## src/hdl/tsp_pkg.sv

```systemverilog
// ----------------------------------------------------------------------------
// tsp_pkg
// Shared types and constants for the text space/punctuation compactor.
// ----------------------------------------------------------------------------
package tsp_pkg;

  // Byte and set geometry
  localparam int CHAR_W        = 8;
  localparam int SET_SIZE      = 8;
  localparam int SET_W         = SET_SIZE * CHAR_W;
  localparam int SIZE_W        = 4;
  localparam int CFG_IDX_W     = 3;
  localparam int CFG_DATA_W    = 64;

  // Punctuation run counter
  localparam int PUNCT_RUN_MAX = 63;
  localparam int CNT_W         = $clog2(PUNCT_RUN_MAX + 1);

  // Configuration register indexes
  typedef enum logic [CFG_IDX_W-1:0] {
    REG_PUNCT_SET  = 3'd0,
    REG_PUNCT_SIZE = 3'd1,
    REG_SPACE_SET  = 3'd2,
    REG_SPACE_SIZE = 3'd3,
    REG_TRASH_SET  = 3'd4,
    REG_TRASH_SIZE = 3'd5
  } cfg_idx_e;

  // Byte classes, in priority order after end of string
  typedef enum logic [2:0] {
    CLS_END,
    CLS_PUNCT,
    CLS_SPACE,
    CLS_TRASH,
    CLS_OTHER
  } char_class_e;

  // Configuration register bank
  typedef struct packed {
    logic [SET_W-1:0]  punct_set;
    logic [SIZE_W-1:0] punct_size;
    logic [SET_W-1:0]  space_set;
    logic [SIZE_W-1:0] space_size;
    logic [SET_W-1:0]  trash_set;
    logic [SIZE_W-1:0] trash_size;
  } cfg_t;

  // One output job: fill_cnt copies of fill_char, then last_char
  typedef struct packed {
    logic [CHAR_W-1:0] fill_char;
    logic [CNT_W-1:0]  fill_cnt;
    logic [CHAR_W-1:0] last_char;
  } job_t;

endpackage

```

## src/hdl/tsp_set_match.sv

```systemverilog
// ----------------------------------------------------------------------------
// tsp_set_match
// Compares one byte against the valid entries of a packed byte set.
// ----------------------------------------------------------------------------
module tsp_set_match
  import tsp_pkg::*;
(
  input  logic [SET_W-1:0]  set_i,
  input  logic [SIZE_W-1:0] size_i,
  input  logic [CHAR_W-1:0] char_i,
  output logic              hit_o
);

  logic [SIZE_W-1:0] n_valid;

  // Sizes above the set capacity count as full
  assign n_valid = (size_i > SIZE_W'(SET_SIZE)) ? SIZE_W'(SET_SIZE) : size_i;

  // Parallel compare over all entries
  always_comb begin
    hit_o = 1'b0;
    for (int i = 0; i < SET_SIZE; i++) begin
      if ((SIZE_W'(i) < n_valid) && (set_i[i*CHAR_W +: CHAR_W] == char_i)) begin
        hit_o = 1'b1;
      end
    end
  end

endmodule

```

## src/hdl/tsp_classify.sv

```systemverilog
// ----------------------------------------------------------------------------
// tsp_classify
// Input register, byte classing and pending state; issues output jobs.
// ----------------------------------------------------------------------------
module tsp_classify
  import tsp_pkg::*;
(
  input  logic              clk_i,
  input  logic              rst_ni,
  input  cfg_t              cfg_i,
  input  logic              in_valid_i,
  output logic              in_stall_o,
  input  logic [CHAR_W-1:0] in_char_i,
  output logic              job_valid_o,
  input  logic              job_ready_i,
  output job_t              job_o
);

  logic              in_valid_q, in_valid_d;
  logic [CHAR_W-1:0] in_char_q, in_char_d;
  logic [CNT_W-1:0]  punct_pend_q, punct_pend_d;
  logic              space_pend_q, space_pend_d;
  logic              started_q, started_d;

  logic              hit_punct, hit_space, hit_trash;
  char_class_e       cls;
  logic              gen_job;
  logic              in_take;

  // Set matchers
  tsp_set_match u_match_punct (
    .set_i  (cfg_i.punct_set),
    .size_i (cfg_i.punct_size),
    .char_i (in_char_q),
    .hit_o  (hit_punct)
  );

  tsp_set_match u_match_space (
    .set_i  (cfg_i.space_set),
    .size_i (cfg_i.space_size),
    .char_i (in_char_q),
    .hit_o  (hit_space)
  );

  tsp_set_match u_match_trash (
    .set_i  (cfg_i.trash_set),
    .size_i (cfg_i.trash_size),
    .char_i (in_char_q),
    .hit_o  (hit_trash)
  );

  // Priority classing
  always_comb begin
    if (in_char_q == '0)  cls = CLS_END;
    else if (hit_punct)   cls = CLS_PUNCT;
    else if (hit_space)   cls = CLS_SPACE;
    else if (hit_trash)   cls = CLS_TRASH;
    else                  cls = CLS_OTHER;
  end

  // Only end and other bytes produce output beats
  assign gen_job     = (cls == CLS_END) || (cls == CLS_OTHER);
  assign in_take     = in_valid_q && (!gen_job || job_ready_i);
  assign in_stall_o  = in_valid_q && !in_take;
  assign job_valid_o = in_valid_q && gen_job;

  // Job contents: flush only after output has begun
  always_comb begin
    job_o.last_char = in_char_q;
    job_o.fill_char = (punct_pend_q != '0) ? cfg_i.punct_set[CHAR_W-1:0]
                                           : cfg_i.space_set[CHAR_W-1:0];
    if (!started_q || cls == CLS_END) begin
      job_o.fill_cnt = '0;
    end else if (punct_pend_q != '0) begin
      job_o.fill_cnt = punct_pend_q;
    end else begin
      job_o.fill_cnt = CNT_W'(space_pend_q);
    end
  end

  // Input register
  always_comb begin
    in_valid_d = in_valid_q;
    in_char_d  = in_char_q;
    if (in_valid_i && !in_stall_o) begin
      in_valid_d = 1'b1;
      in_char_d  = in_char_i;
    end else if (in_take) begin
      in_valid_d = 1'b0;
    end
  end

  // Pending state update
  always_comb begin
    punct_pend_d = punct_pend_q;
    space_pend_d = space_pend_q;
    started_d    = started_q;
    if (in_take) begin
      case (cls)
        CLS_END: begin
          punct_pend_d = '0;
          space_pend_d = 1'b0;
          started_d    = 1'b0;
        end
        CLS_PUNCT: begin
          if (punct_pend_q < CNT_W'(PUNCT_RUN_MAX)) punct_pend_d = punct_pend_q + 1'b1;
        end
        CLS_SPACE: begin
          space_pend_d = 1'b1;
        end
        CLS_OTHER: begin
          punct_pend_d = '0;
          space_pend_d = 1'b0;
          started_d    = 1'b1;
        end
        default: begin
        end
      endcase
    end
  end

  always_ff @(posedge clk_i or negedge rst_ni) begin
    if (!rst_ni) begin
      in_valid_q   <= 1'b0;
      punct_pend_q <= '0;
      space_pend_q <= 1'b0;
      started_q    <= 1'b0;
    end else begin
      in_valid_q   <= in_valid_d;
      punct_pend_q <= punct_pend_d;
      space_pend_q <= space_pend_d;
      started_q    <= started_d;
    end
  end

  // Payload, no reset
  always_ff @(posedge clk_i) begin
    in_char_q <= in_char_d;
  end

endmodule

```

## src/hdl/tsp_emitter.sv

```systemverilog
// ----------------------------------------------------------------------------
// tsp_emitter
// Holds one output job and plays it out beat by beat into the output register.
// ----------------------------------------------------------------------------
module tsp_emitter
  import tsp_pkg::*;
(
  input  logic              clk_i,
  input  logic              rst_ni,
  input  logic              job_valid_i,
  output logic              job_ready_o,
  input  job_t              job_i,
  output logic              out_valid_o,
  input  logic              out_stall_i,
  output logic [CHAR_W-1:0] out_char_o,
  output logic              run_last_o
);

  logic              job_valid_q, job_valid_d;
  job_t              job_q, job_d;
  logic              out_valid_q, out_valid_d;
  logic [CHAR_W-1:0] out_char_q, out_char_d;
  logic              run_last_q, run_last_d;
  logic              out_load;
  logic              job_done;

  // Output register can take a beat when empty or draining
  assign out_load    = !out_valid_q || !out_stall_i;
  assign job_done    = job_valid_q && out_load && (job_q.fill_cnt == '0);
  assign job_ready_o = !job_valid_q || job_done;

  // Job slot and output beat
  always_comb begin
    job_valid_d = job_valid_q;
    job_d       = job_q;
    out_valid_d = out_valid_q;
    out_char_d  = out_char_q;
    run_last_d  = run_last_q;
    if (out_load) begin
      out_valid_d = job_valid_q;
      if (job_valid_q) begin
        if (job_q.fill_cnt != '0) begin
          out_char_d     = job_q.fill_char;
          run_last_d     = 1'b0;
          job_d.fill_cnt = job_q.fill_cnt - 1'b1;
        end else begin
          out_char_d  = job_q.last_char;
          run_last_d  = 1'b1;
          job_valid_d = 1'b0;
        end
      end
    end
    if (job_valid_i && job_ready_o) begin
      job_valid_d = 1'b1;
      job_d       = job_i;
    end
  end

  always_ff @(posedge clk_i or negedge rst_ni) begin
    if (!rst_ni) begin
      job_valid_q <= 1'b0;
      out_valid_q <= 1'b0;
    end else begin
      job_valid_q <= job_valid_d;
      out_valid_q <= out_valid_d;
    end
  end

  // Payload, no reset
  always_ff @(posedge clk_i) begin
    job_q      <= job_d;
    out_char_q <= out_char_d;
    run_last_q <= run_last_d;
  end

  assign out_valid_o = out_valid_q;
  assign out_char_o  = out_char_q;
  assign run_last_o  = run_last_q;

endmodule

```

## src/hdl/text_space_punct_compactor.sv

```systemverilog
// ----------------------------------------------------------------------------
// text_space_punct_compactor
// Squeezes a byte stream: collapses punctuation and space runs, drops trash.
// ----------------------------------------------------------------------------
//  Channel  Direction  Handshake              Payload
//  in       input      in_valid_i/in_stall_o  in_char_i
//  out      output     out_valid_o/out_stall_i out_char_o, run_last_o
//  cfg      input      cfg_valid_i/cfg_ready_o cfg_index_i, cfg_data_i
//
//  One input byte per cycle while in_stall_o is low. An other byte that
//  flushes a run of N pending punctuation or space replacements takes N+1
//  output beats; the output job slot plays those out one per cycle unless
//  the output stalls. Beats pass the input register, job slot and output register.
//  Reset (rst_ni, async, active low) clears config, pending state and valids.
//  Output stall holds the output register; input stalls once the job slot
//  is busy and the input register holds an end or other byte.
// ----------------------------------------------------------------------------
module text_space_punct_compactor
  import tsp_pkg::*;
(
  input  logic                  clk_i,
  input  logic                  rst_ni,
  input  logic                  in_valid_i,
  output logic                  in_stall_o,
  input  logic [CHAR_W-1:0]     in_char_i,
  output logic                  out_valid_o,
  input  logic                  out_stall_i,
  output logic [CHAR_W-1:0]     out_char_o,
  output logic                  run_last_o,
  input  logic                  cfg_valid_i,
  output logic                  cfg_ready_o,
  input  logic [CFG_IDX_W-1:0]  cfg_index_i,
  input  logic [CFG_DATA_W-1:0] cfg_data_i
);

  cfg_t cfg_q, cfg_d;
  logic job_valid;
  logic job_ready;
  job_t job;

  assign cfg_ready_o = 1'b1;

  // Configuration register writes
  always_comb begin
    cfg_d = cfg_q;
    if (cfg_valid_i && cfg_ready_o) begin
      case (cfg_idx_e'(cfg_index_i))
        REG_PUNCT_SET:  cfg_d.punct_set  = cfg_data_i[SET_W-1:0];
        REG_PUNCT_SIZE: cfg_d.punct_size = cfg_data_i[SIZE_W-1:0];
        REG_SPACE_SET:  cfg_d.space_set  = cfg_data_i[SET_W-1:0];
        REG_SPACE_SIZE: cfg_d.space_size = cfg_data_i[SIZE_W-1:0];
        REG_TRASH_SET:  cfg_d.trash_set  = cfg_data_i[SET_W-1:0];
        REG_TRASH_SIZE: cfg_d.trash_size = cfg_data_i[SIZE_W-1:0];
        default: begin
        end
      endcase
    end
  end

  always_ff @(posedge clk_i or negedge rst_ni) begin
    if (!rst_ni) begin
      cfg_q <= '0;
    end else begin
      cfg_q <= cfg_d;
    end
  end

  // Classing and pending state
  tsp_classify u_classify (
    .clk_i       (clk_i),
    .rst_ni      (rst_ni),
    .cfg_i       (cfg_q),
    .in_valid_i  (in_valid_i),
    .in_stall_o  (in_stall_o),
    .in_char_i   (in_char_i),
    .job_valid_o (job_valid),
    .job_ready_i (job_ready),
    .job_o       (job)
  );

  // Beat generation
  tsp_emitter u_emitter (
    .clk_i       (clk_i),
    .rst_ni      (rst_ni),
    .job_valid_i (job_valid),
    .job_ready_o (job_ready),
    .job_i       (job),
    .out_valid_o (out_valid_o),
    .out_stall_i (out_stall_i),
    .out_char_o  (out_char_o),
    .run_last_o  (run_last_o)
  );

endmodule
```

## config.mk

```make
export PLATFORM = sky130hd
export DESIGN_NAME = text_space_punct_compactor
export DESIGN_NICKNAME = d
export VERILOG_FILES = /design/src/hdl/tsp_pkg.sv /design/src/hdl/tsp_set_match.sv /design/src/hdl/tsp_classify.sv /design/src/hdl/tsp_emitter.sv /design/src/hdl/text_space_punct_compactor.sv
export SDC_FILE = /design/constraint.sdc
export NUM_CORES = 1
export LEC_CHECK = 0
export ABC_CLOCK_PERIOD_IN_PS = 4300
export BUFFER_PORTS_ARGS = -buffer_cell sky130_fd_sc_hd__buf_2
export CORE_MARGIN = 5
export CORE_UTILIZATION = 25
export CTS_BUF_LIST = sky130_fd_sc_hd__clkbuf_8 sky130_fd_sc_hd__clkbuf_16
export DETAILED_ROUTE_END_ITERATION = 12
export PLACE_DENSITY = 0.5
export SLEW_MARGIN = 10
export SYNTH_ARGS = -nofsm -noshare
export SYNTH_HDL_FRONTEND = slang
export SYNTH_SLANG_ARGS = --single-unit
```

## constraint.sdc

```tcl
create_clock -name clk_i -period 4.3 [get_ports clk_i]
set_input_delay 0.86 -clock clk_i [delete_from_list [all_inputs] [get_ports clk_i]]
set_output_delay 0.86 -clock clk_i [all_outputs]
set_load 0.01 [all_outputs]
```

Yosys cells after proc, flatten, opt, wreduce, memory -nomap -nowiden. Cells that the tools add are included.

Memories kept: 0. Memory bits (read-only): 0. Output and inout bits: 12. Register bits after elaboration: 254. Logic and storage cells: 199. RAM bits: 0. Bits in latches: 0. Bits of input ports: 80.

Shifts and indexed selects: 0. Reductions and logical operators: 68. Equal/unequal tests: 33. Muxes and demuxes: 50. Bitwise logic cells: 0. Order comparisons: 28. $add $sub $neg: 2. $mul: 0. Div/mod/pow operators: 0.

Operators by type and width (count): equality test 8 bit (24); < comparator 3 x 4 -> 1 bit, first input constant (12); two-way mux 6 bit (6); logical AND 1 bit (31); two-way mux 1 bit (31); < comparator 1 x 4 -> 1 bit, first input constant (6); < comparator 2 x 4 -> 1 bit, first input constant (6); AND reduction 2 bit (9); two-way mux 8 bit (2); two-way mux 14 bit (1); nonzero test 2 bit (7); greater-than comparator 4 bit, second input constant (3); two-way mux 3 bit (4); two-way mux 4 bit (3); case mux 6 bit (2 select lines) (1); nonzero test 6 bit (2); equality test 3 x 2 -> 1 bit, second input constant (3); equality test 3 bit, second input constant (3); zero test 8 bit (1); zero test 1 bit (7); adder 6 x 1 -> 6 bit, second input constant (1); equality test 3 x 1 -> 1 bit, second input constant (2); zero test 3 bit (2); zero test 6 bit (1); other kinds (7) (13).

Logic depth before layout (Yosys ltp). Gate-level depths: netlist of run 1.

Word-level depth: 26. Depth in mapped cells: 13. Gate-level depth less buffers: 10.

Cells and area by module. From an unflattened synthesis of run 1, not the netlist that was laid out.

Cells, all modules: 926. Area, all modules: 12995.0 sq um.

Modules (own cells, without submodules): text_space_punct_compactor (area an instance 8166.6 sq um, times used 1, cells each 437); tsp_set_match (area an instance 830.8 sq um, times used 3, cells each 106); tsp_emitter (area an instance 1363.8 sq um, times used 1, cells each 82); tsp_classify (area an instance 972.2 sq um, times used 1, cells each 89).

Worst setup path after synthesis of run 1. OpenSTA, ideal clock, no wires.

Path kind: register to output. Start: register u_classify.in_char_q[4]. End: output port in_stall_o. Cell stages (with the launch flop): 13. Path buffers: 3. Data arrival time: 2.250 ns. Setup slack: 1.190 ns. Cells stage by stage: edfxtp_1 > buf_6 > buf_12 > buf_12 > xor2_1 > a31oi_1 > nand4_1 > nand3_1 > o32ai_1 > o211ai_1 > o31ai_1 > nand2_1 > nor2_1.

Cells in the longest elaborated chain, start to end: 21. Elaborated cells between the ends (all ways): 85.

RTL lines: start, declared (RTL line tsp_classify.sv:20) `logic [CHAR_W-1:0] in_char_q, in_char_d;`; start signal, assigned (RTL line tsp_classify.sv:138) `in_char_q <= in_char_d;`; equality test 8 bit (RTL line tsp_set_match.sv:23) `if ((SIZE_W'(i) < n_valid) && (set_i[i*CHAR_W +: CHAR_W] == char_i)) begin`; logical AND 1 bit (RTL line tsp_set_match.sv:23); two-way mux 1 bit (8 in a row) (RTL line tsp_set_match.sv:23); two-way mux 3 bit (RTL line tsp_classify.sv:57) `else if (hit_trash) cls = CLS_TRASH;`; two-way mux 3 bit (RTL line tsp_classify.sv:56) `else if (hit_space) cls = CLS_SPACE;`; two-way mux 3 bit (RTL line tsp_classify.sv:55) `else if (hit_punct) cls = CLS_PUNCT;`; two-way mux 3 bit * (RTL line tsp_classify.sv:54) `if (in_char_q == '0) cls = CLS_END;`; equality test 3 bit / zero test 3 bit (equally long branches) (RTL line tsp_classify.sv:62) `assign gen_job = (cls == CLS_END) || (cls == CLS_OTHER);`; logical OR 1 bit * (RTL line tsp_classify.sv:62); zero test 1 bit * (RTL line tsp_classify.sv:63) `assign in_take = in_valid_q && (!gen_job || job_ready_i);`; logical OR 1 bit * (RTL line tsp_classify.sv:63); logical AND 1 bit * (RTL line tsp_classify.sv:63); zero test 1 bit * (RTL line tsp_classify.sv:64) `assign in_stall_o = in_valid_q && !in_take;`; logical AND 1 bit * (RTL line tsp_classify.sv:64); end, declared (RTL line text_space_punct_compactor.sv:24) `output logic in_stall_o,`.

Every way passes the cells marked *; elsewhere a longest branch is shown, timed or not.

Worst setup path after layout of run 1.
Start: register u_classify.in_char_q[7]. End: output port in_stall_o.

Same word-level chain as after synthesis.

==> run_results.csv, run 1 <==
group,metric,value,unit
timing,setup_viol,0,
grt,grt_max_degree,106,
timing,max_slew_margin,39.1,%
placed_design,dp_hpwl,22800,um
setup_path,cp-end-kind,"output pin",
setup_path,crit_top_cell,"nand2_1",
route,via_count,7526,
setup_path,r2r_slack,0.89,ns
grt,grt_pass1_wl,50600,um
setup_path,path_cells,"buf_4, xor2_1, nor4_1, nand2_1, a21boi_0, a41oi_1, a311o_1, o31ai_2, nand2_1, nor2_1, buf_2",
hold_path,hp-class,"in2async",
logic_synthesis,synth_area,12300,sq um
cells_and_area,layout-drive-gt1-share,36.8,%
timing,slew_viol_final,0,
clock_tree,cts.sinks,254,
power,power.leakage,6.07,nW
setup_path,rr_worst_depth,12,
logic_synthesis,synth_edf_count,39,
route,vias_per_cell,4.36,
route,drt_iter0_markers,262,
clock_tree,htree_num_levels,1,
timing,timing.final.hold_violations,0,
cells_and_area,layout_common_cells,"dfrtp_1 (215), mux2_2 (210), xor2_1 (156)",
clock_tree,cts_buffers,28,
logic_synthesis,synth.net_count,1021,
setup_path,worstPathRequired,3.44,ns
placed_design,globalplace.congestion,0.788,
timing,fin_skew,0.00751,ns
logic_synthesis,ys_warn_count,0,
flow_run,max-cap-violations,0,
grt,grt_use_total,12.1,%
clock_tree,tritoncts,"built",
timing,timing.setup.tns,0,ns
placed_design,io_buffers,90,
clock_tree,clk_latency,0.55,ns
setup_path,start_kind,"register",
timing,fmax,0.247,GHz
setup_path,max_stage_delay,0.41,ns
run_status,status,"completed",
timing,layout_min_cycle_time,4.04,ns
route,drt_wl_total,32500,um
cells_and_area,final_common_cell,"dfrtp_1",
route,drc,0,
timing,rsz0062_at_grt,"no",
setup_path,worstPathArrival,3.18,ns
clock_tree,clk_pin_slew,0.06,ns
die,die_h,232,um
power,power_density,529,nW/um^2
route,drtPass1Iterations,4,
cells_and_area,area_growth,18.9,%
timing,worst_pin_slew,0.913,ns
logic_synthesis,yosysSeqAreaShare,53.2,%
die,core,48800,sq um
route,postRouteAntennaNets,0,
logic_synthesis,syn_avg_cell_area,13.2,sq um
logic_synthesis,async_flop_share,84.6,%
setup_path,worstSetupStartpoint,"u_classify.in_char_q[7]",
power,ir_drop,0.275,mV
setup_path,r2r_end,"u_emitter.job_q[8]",
grt,gr-total-overflow,0,
grt,grt_pass1_vias,8079,
logic_synthesis,synthCells,937,
logic_synthesis,yosysUniqueCellTypes,58,
setup_path,cpMaxStageDelayCell,"edfxtp_1",
die,row_count,81,
die,ios,92,
setup_path,path_max_fanout,12,
cells_and_area,nets,1129,
setup_path,criticalPathCategory,"reg2out",
die,start_util,25.2,%
logic_synthesis,synth_ff_type,"dfrtp_1",
timing,timing.hold.ws,0.460,ns
die,fp.dieW,232,um
grt,antenna_found_initial,5,
clock_tree,ctsLongestPathBuffers,3,
logic_synthesis,ys_ff_latch,254,
die,dieArea,53800,sq um
setup_path,r2r-start,"u_classify.in_char_q[7]",
clock_tree,cts_root_buf,"clkbuf_16",
timing,period_share,94.1,%
route,post_drt_wl_per_cell,18.8,um
-- cells in the mapped netlist, types with 3 or more instances --
master / instances / share of area [%]
a22oi_1: 5 / 0.30
a31oi_1: 7 / 0.36
and2_1: 3 / 0.15
and3_1: 3 / 0.15
buf_12: 3 / 0.49
buf_4: 11 / 0.67
buf_6: 7 / 0.64
buf_8: 4 / 0.49
clkbuf_1: 22 / 0.67
dfrtp_1: 215 / 44
edfxtp_1: 39 / 9.5
ha_1: 4 / 0.41
inv_1: 11 / 0.34
mux2_2: 210 / 19
mux2i_1: 8 / 0.65
nand2_1: 57 / 1.7
nand3_1: 8 / 0.32
nand4_1: 14 / 0.71
nor2_1: 17 / 0.52
nor3_1: 6 / 0.24
nor4_1: 38 / 1.9
o21ai_0: 4 / 0.16
o22ai_1: 3 / 0.15
xnor2_1: 40 / 2.8
xor2_1: 156 / 11
-- per-stage QoR --
step	total power (W)	setup slack, ns	area [sq um]	util (%)	cells
after global placement	0.00530	0.224	13600	27.9	1671
after detailed placement	0.00531	0.334	13600	27.9	1671
after floorplan	0.00472	1.19	12300	-	937
after global routing	0.00820	0.00101	14600	30.0	1726
after CTS	0.00786	0.00878	14600	29.9	1725
final	0.00775	0.256	14600	30.0	1728
-- worst max path at each step --
stage | to | slack (ns) | depth (start not counted)
floorplan | in_stall_o | 1.19 | 12
global placement | in_stall_o | 0.22 | 11
detailed placement | in_stall_o | 0.33 | 11
CTS | in_stall_o | 0.009 | 11
global route | in_stall_o | 0.001 | 11
finish | in_stall_o | 0.26 | 11
-- power breakdown --
group / internal (W) / switching (W)
clock network: 0.00150 / 0.000970
registers: 0.00297 / 0.000424
logic: 0.000972 / 0.000921
-- per-layer routing --
metal	global-route usage, %	wire length, um	vias to the layer above
met5	0	60	-
met4	2.55	673	8
met3	2.40	1330	47
met2	19.9	15500	115
met1	16.7	14900	3853
li1	-	-	3503
-- flip-flops by register name, indices dropped and copies added, names as in the netlist --
| signal | count |
|---|---|
| cfg_q | 204 |
| u_classify.in_char_q | 8 |
| u_emitter.job_q | 22 |
| u_emitter.out_char_o | 8 |
| u_classify.in_valid_q | 1 |
| u_emitter.out_valid_o | 1 |
| u_classify.punct_pend_q | 6 |
| u_emitter.job_valid_q | 1 |
| u_classify.space_pend_q | 1 |
| u_emitter.run_last_o | 1 |
| u_classify.started_q | 1 |
-- critical path: cells and delay by family (launching register included) --
family	cells	cell delay [ns]
AOI/OAI and AO/OA	4	1.22
xor gates and xnor gates	1	0.18
buffers and inverters	2	0.39
DFF	1	0.41
and+or+nand+nor	4	0.42
-- cells by family (layout without fill, tap and decap cells) --
logic type	count (synthesis)	in the layout	share of synthesized area, %
DFF	254	254	53.2
buffers and inverters	61	186	3.38
AOI/OAI and AO/OA	43	43	2.57
and+or+nand+nor	160	160	6.69
muxes	218	218	19.8
other	1	3	0.0304
adders and majority gates	4	4	0.406
xor gates and xnor gates	196	196	13.9
-- final cells by class --
class                           instances  area (sq um)
Antenna cell                            2          5.00
Clock buffer                           32           767
Inverter                               13          48.8
Fill cell                            5021         34200
Multi-Input combinational cell        622          5400
Timing Repair Buffer                  126           880
Clock inverter                         15           170
Tap cell                              664           831
Sequential cell                       254          6550
-- what timing repair did --
| action | in CTS | in global routing |
|---|---|---|
| endpoints found under the hold margin | 0 | 0 |
| setup buffers | 7 | 1 |
| hold buffers | 0 | 0 |
| gates resized for setup | 0 | 2 |
| setup endpoints to repair | 1 | 1 |
| pin swaps | 0 | 1 |
Note: power is estimated with default switching activity, not from simulation.
==> run 2, diff against run 1 <==
Settings changed: CORE_UTILIZATION 25 to 30, CTS_BUF_LIST sky130_fd_sc_hd__clkbuf_8 sky130_fd_sc_hd__clkbuf_16 to sky130_fd_sc_hd__clkbuf_4 sky130_fd_sc_hd__clkbuf_8, PLACE_DENSITY 0.5 to 0.56.
==> run 2 against run 1 <==
Against the previous run: utilization rose by 6.1 points; count of clock-buffer cells in the layout rose by 39; critical path type unchanged; combinational power barely moved; worst hold slack got worse by 0.061 ns; sequential share of layout area fell by 0.17 points; design area rose by 0.38%; largest cell class unchanged; worst setup slack got worse by 0.10 ns; clock power rose by 4%; total power rose by 2.0%.
==> run_results.csv, run 2 (synthesis gave the netlist of run 1 again) <==
group,metric,value,unit
timing,timing.hold.ws,0.398,ns
placed_design,dpl_cell_area,13400,sq um
route,wl_met1,14400,um
route,highest_layer,"met5",
clock_tree,cts_root_buf,"clkbuf_8",
power,power_density,538,nW/um^2
die,dieArea,45200,sq um
route,vias_per_cell,4.71,
clock_tree,htree_num_levels,2,
route,via_count,7737,
setup_path,start_kind,"register",
power,ir_drop,0.178,mV
power,power_frac_comb,24.3,%
grt,grt_use_total,14.1,%
route,post_drt_wl_per_cell,19.5,um
placed_design,io_buffers,90,
placed_design,dp_cells,1543,
cells_and_area,nets,1159,
placed_design,globalplace.congestion,0.784,
clock_tree,clk_pin_slew,0.06,ns
clock_tree,ctsLongestPathBuffers,3,
timing,max_slew_margin,33.8,%
route,drt_wl_total,32100,um
die,die_h,213,um
cells_and_area,fillers,4048,
power,pwr-share-seq,43.1,%
power,p_sw,0.00240,W
clock_tree,cts.sinks,254,
setup_path,cp-end-kind,"output pin",
cells_and_area,largestRegisters,"cfg_q (204), u_emitter.job_q (22)",
cells_and_area,layout_common_cells,"dfrtp_1 (215), mux2_2 (210), xor2_1 (156)",
die,row_count,74,
cells_and_area,largest_reg_flops,204,
timing,period_share,96.4,%
grt,grt_pass1_vias,8174,
clock_tree,cts_hold_buffers,0,
power,power.leakage,6.19,nW
cells_and_area,final_cells,1644,
timing,fin_skew,0.0194,ns
route,postRouteAntennaNets,0,
cells_and_area,layout-drive-gt1-share,41.0,%
timing,layout_min_cycle_time,4.15,ns
clock_tree,cts_buffers,45,
timing,setup_viol,0,
flow_run,max-cap-violations,0,
route,drc,0,
timing,slew_viol_final,0,
power,p_sw_share,30.4,%
placed_design,dp_hpwl,22000,um
timing,fmax,0.241,GHz
route,wl_met3,1660,um
route,drt_iter0_markers,384,
cells_and_area,final_common_cell,"dfrtp_1",
clock_tree,clk_latency,0.58,ns
die,start_util,30.3,%
clock_tree,tritoncts,"built",
die,core,40700,sq um
timing,timing.setup.tns,0,ns
grt,gr-total-overflow,0,
cells_and_area,area_growth,19.3,%
route,route.met2.wl,15400,um
die,ios,92,
setup_path,worstPathRequired,3.44,ns
timing,rsz0062_at_grt,"no",
die,fp.dieW,213,um
setup_path,criticalPathCategory,"reg2out",
run_status,status,"completed",
setup_path,path_max_fanout,7,
timing,worst_pin_slew,0.993,ns
grt,grt_pass1_wl,49200,um
cells_and_area,stdcell_area,14700,sq um
timing,timing.final.hold_violations,0,
hold_path,hp-class,"in2async",
setup_path,worstPathArrival,3.29,ns
power,internal-power,0.00550,W
grt,grt_max_degree,97,
power,p_clk_share,32.6,%
cells_and_area,largest-register,"cfg_q",
grt,antenna_found_initial,1,
route,drtPass1Iterations,6,
==> run 2: cell types whose count changed in the layout (fill, tap and decap cells not counted), sizes merged <==
| cell | before | now |
|---|---|---|
| inv | 16 | 14 |
| clkbuf | 33 | 72 |
| diode | 2 | 1 |
| clkinv | 7 | 6 |
| buf | 125 | 138 |
==> run 2: area by class of cell <==
cell class | count | area, sq um | area share (%)
Timing Repair Buffer | 139 | 926 | 6.30
Tap cell | 532 | 666 | 4.53
Antenna cell | 1 | 2.50 | 0.0170
Sequential cell | 254 | 6550 | 44.6
Inverter | 13 | 48.8 | 0.332
Multi-Input combinational cell | 622 | 5460 | 37.1
Clock inverter | 12 | 170 | 1.16
Clock buffer | 71 | 877 | 5.97
==> run 2: worst max-delay path, cell delays in order, from the launching register on <==
cell and delay (ns):
edfxtp_1 0.53, buf_4 0.25, xor2_1 0.17, nor4_1 0.56
nand3_1 0.25, nand4_1 0.17, o22ai_1 0.13, nand2_1 0.14
o31ai_1 0.08, buf_4 0.15, nand2_1 0.08, nor2_1 0.06
buf_2 0.15
==> run 2: worst paths after layout <==
path | slack, ns | cells after the start | end | from
setup / recovery | 0.15 | 12 | in_stall_o | u_classify.in_char_q[4]
hold / removal | 0.40 | 1 | cfg_q[96] | rst_ni
setup reg to reg | 0.84 | 12 | u_classify.in_char_q[6] | u_classify.in_char_q[4]
hold reg to reg | 0.50 | 1 | u_classify.started_q | u_classify.started_q
max in group asynchronous | 2.96 | 2 | cfg_q[65] | rst_ni
min in group clk_i | 0.49 | 1 | u_classify.in_char_q[2] | in_char_i[2]
==> run 2: metrics by stage <==
step	setup slack (ns)	power (W)	util [%]
floorplan	1.19	0.00472	-
global placement	0.494	0.00527	33.0
detailed placement	0.407	0.00529	33.0
CTS	0.0387	0.00795	35.7
global route	0.0127	0.00834	36.1
finish	0.154	0.00790	36.1
==> run 2: timing repair <==
action,4_1_cts,5_1_grt
setup endpoints to repair,1,1
resized for setup,4,15
pin swaps,0,3
buffers inserted,8,9
==> run 2: power by group through the flow <==
stage / clock [W] / combinational [W] / sequential (W)
final: 0.00258 / 0.00192 / 0.00341
after CTS: 0.00265 / 0.00187 / 0.00342
after floorplan: 0 / 0.00143 / 0.00329
after detailed placement: 0 / 0.00181 / 0.00348
after global routing: 0.00276 / 0.00210 / 0.00347
after global placement: 0 / 0.00180 / 0.00348
==> run 2: layer usage <==
metal	vias to the layer above	global-route usage, %
li1	3582	-
met1	3930	19.3
met2	175	22.9
met3	48	3.03
met4	2	3.82
met5	-	0
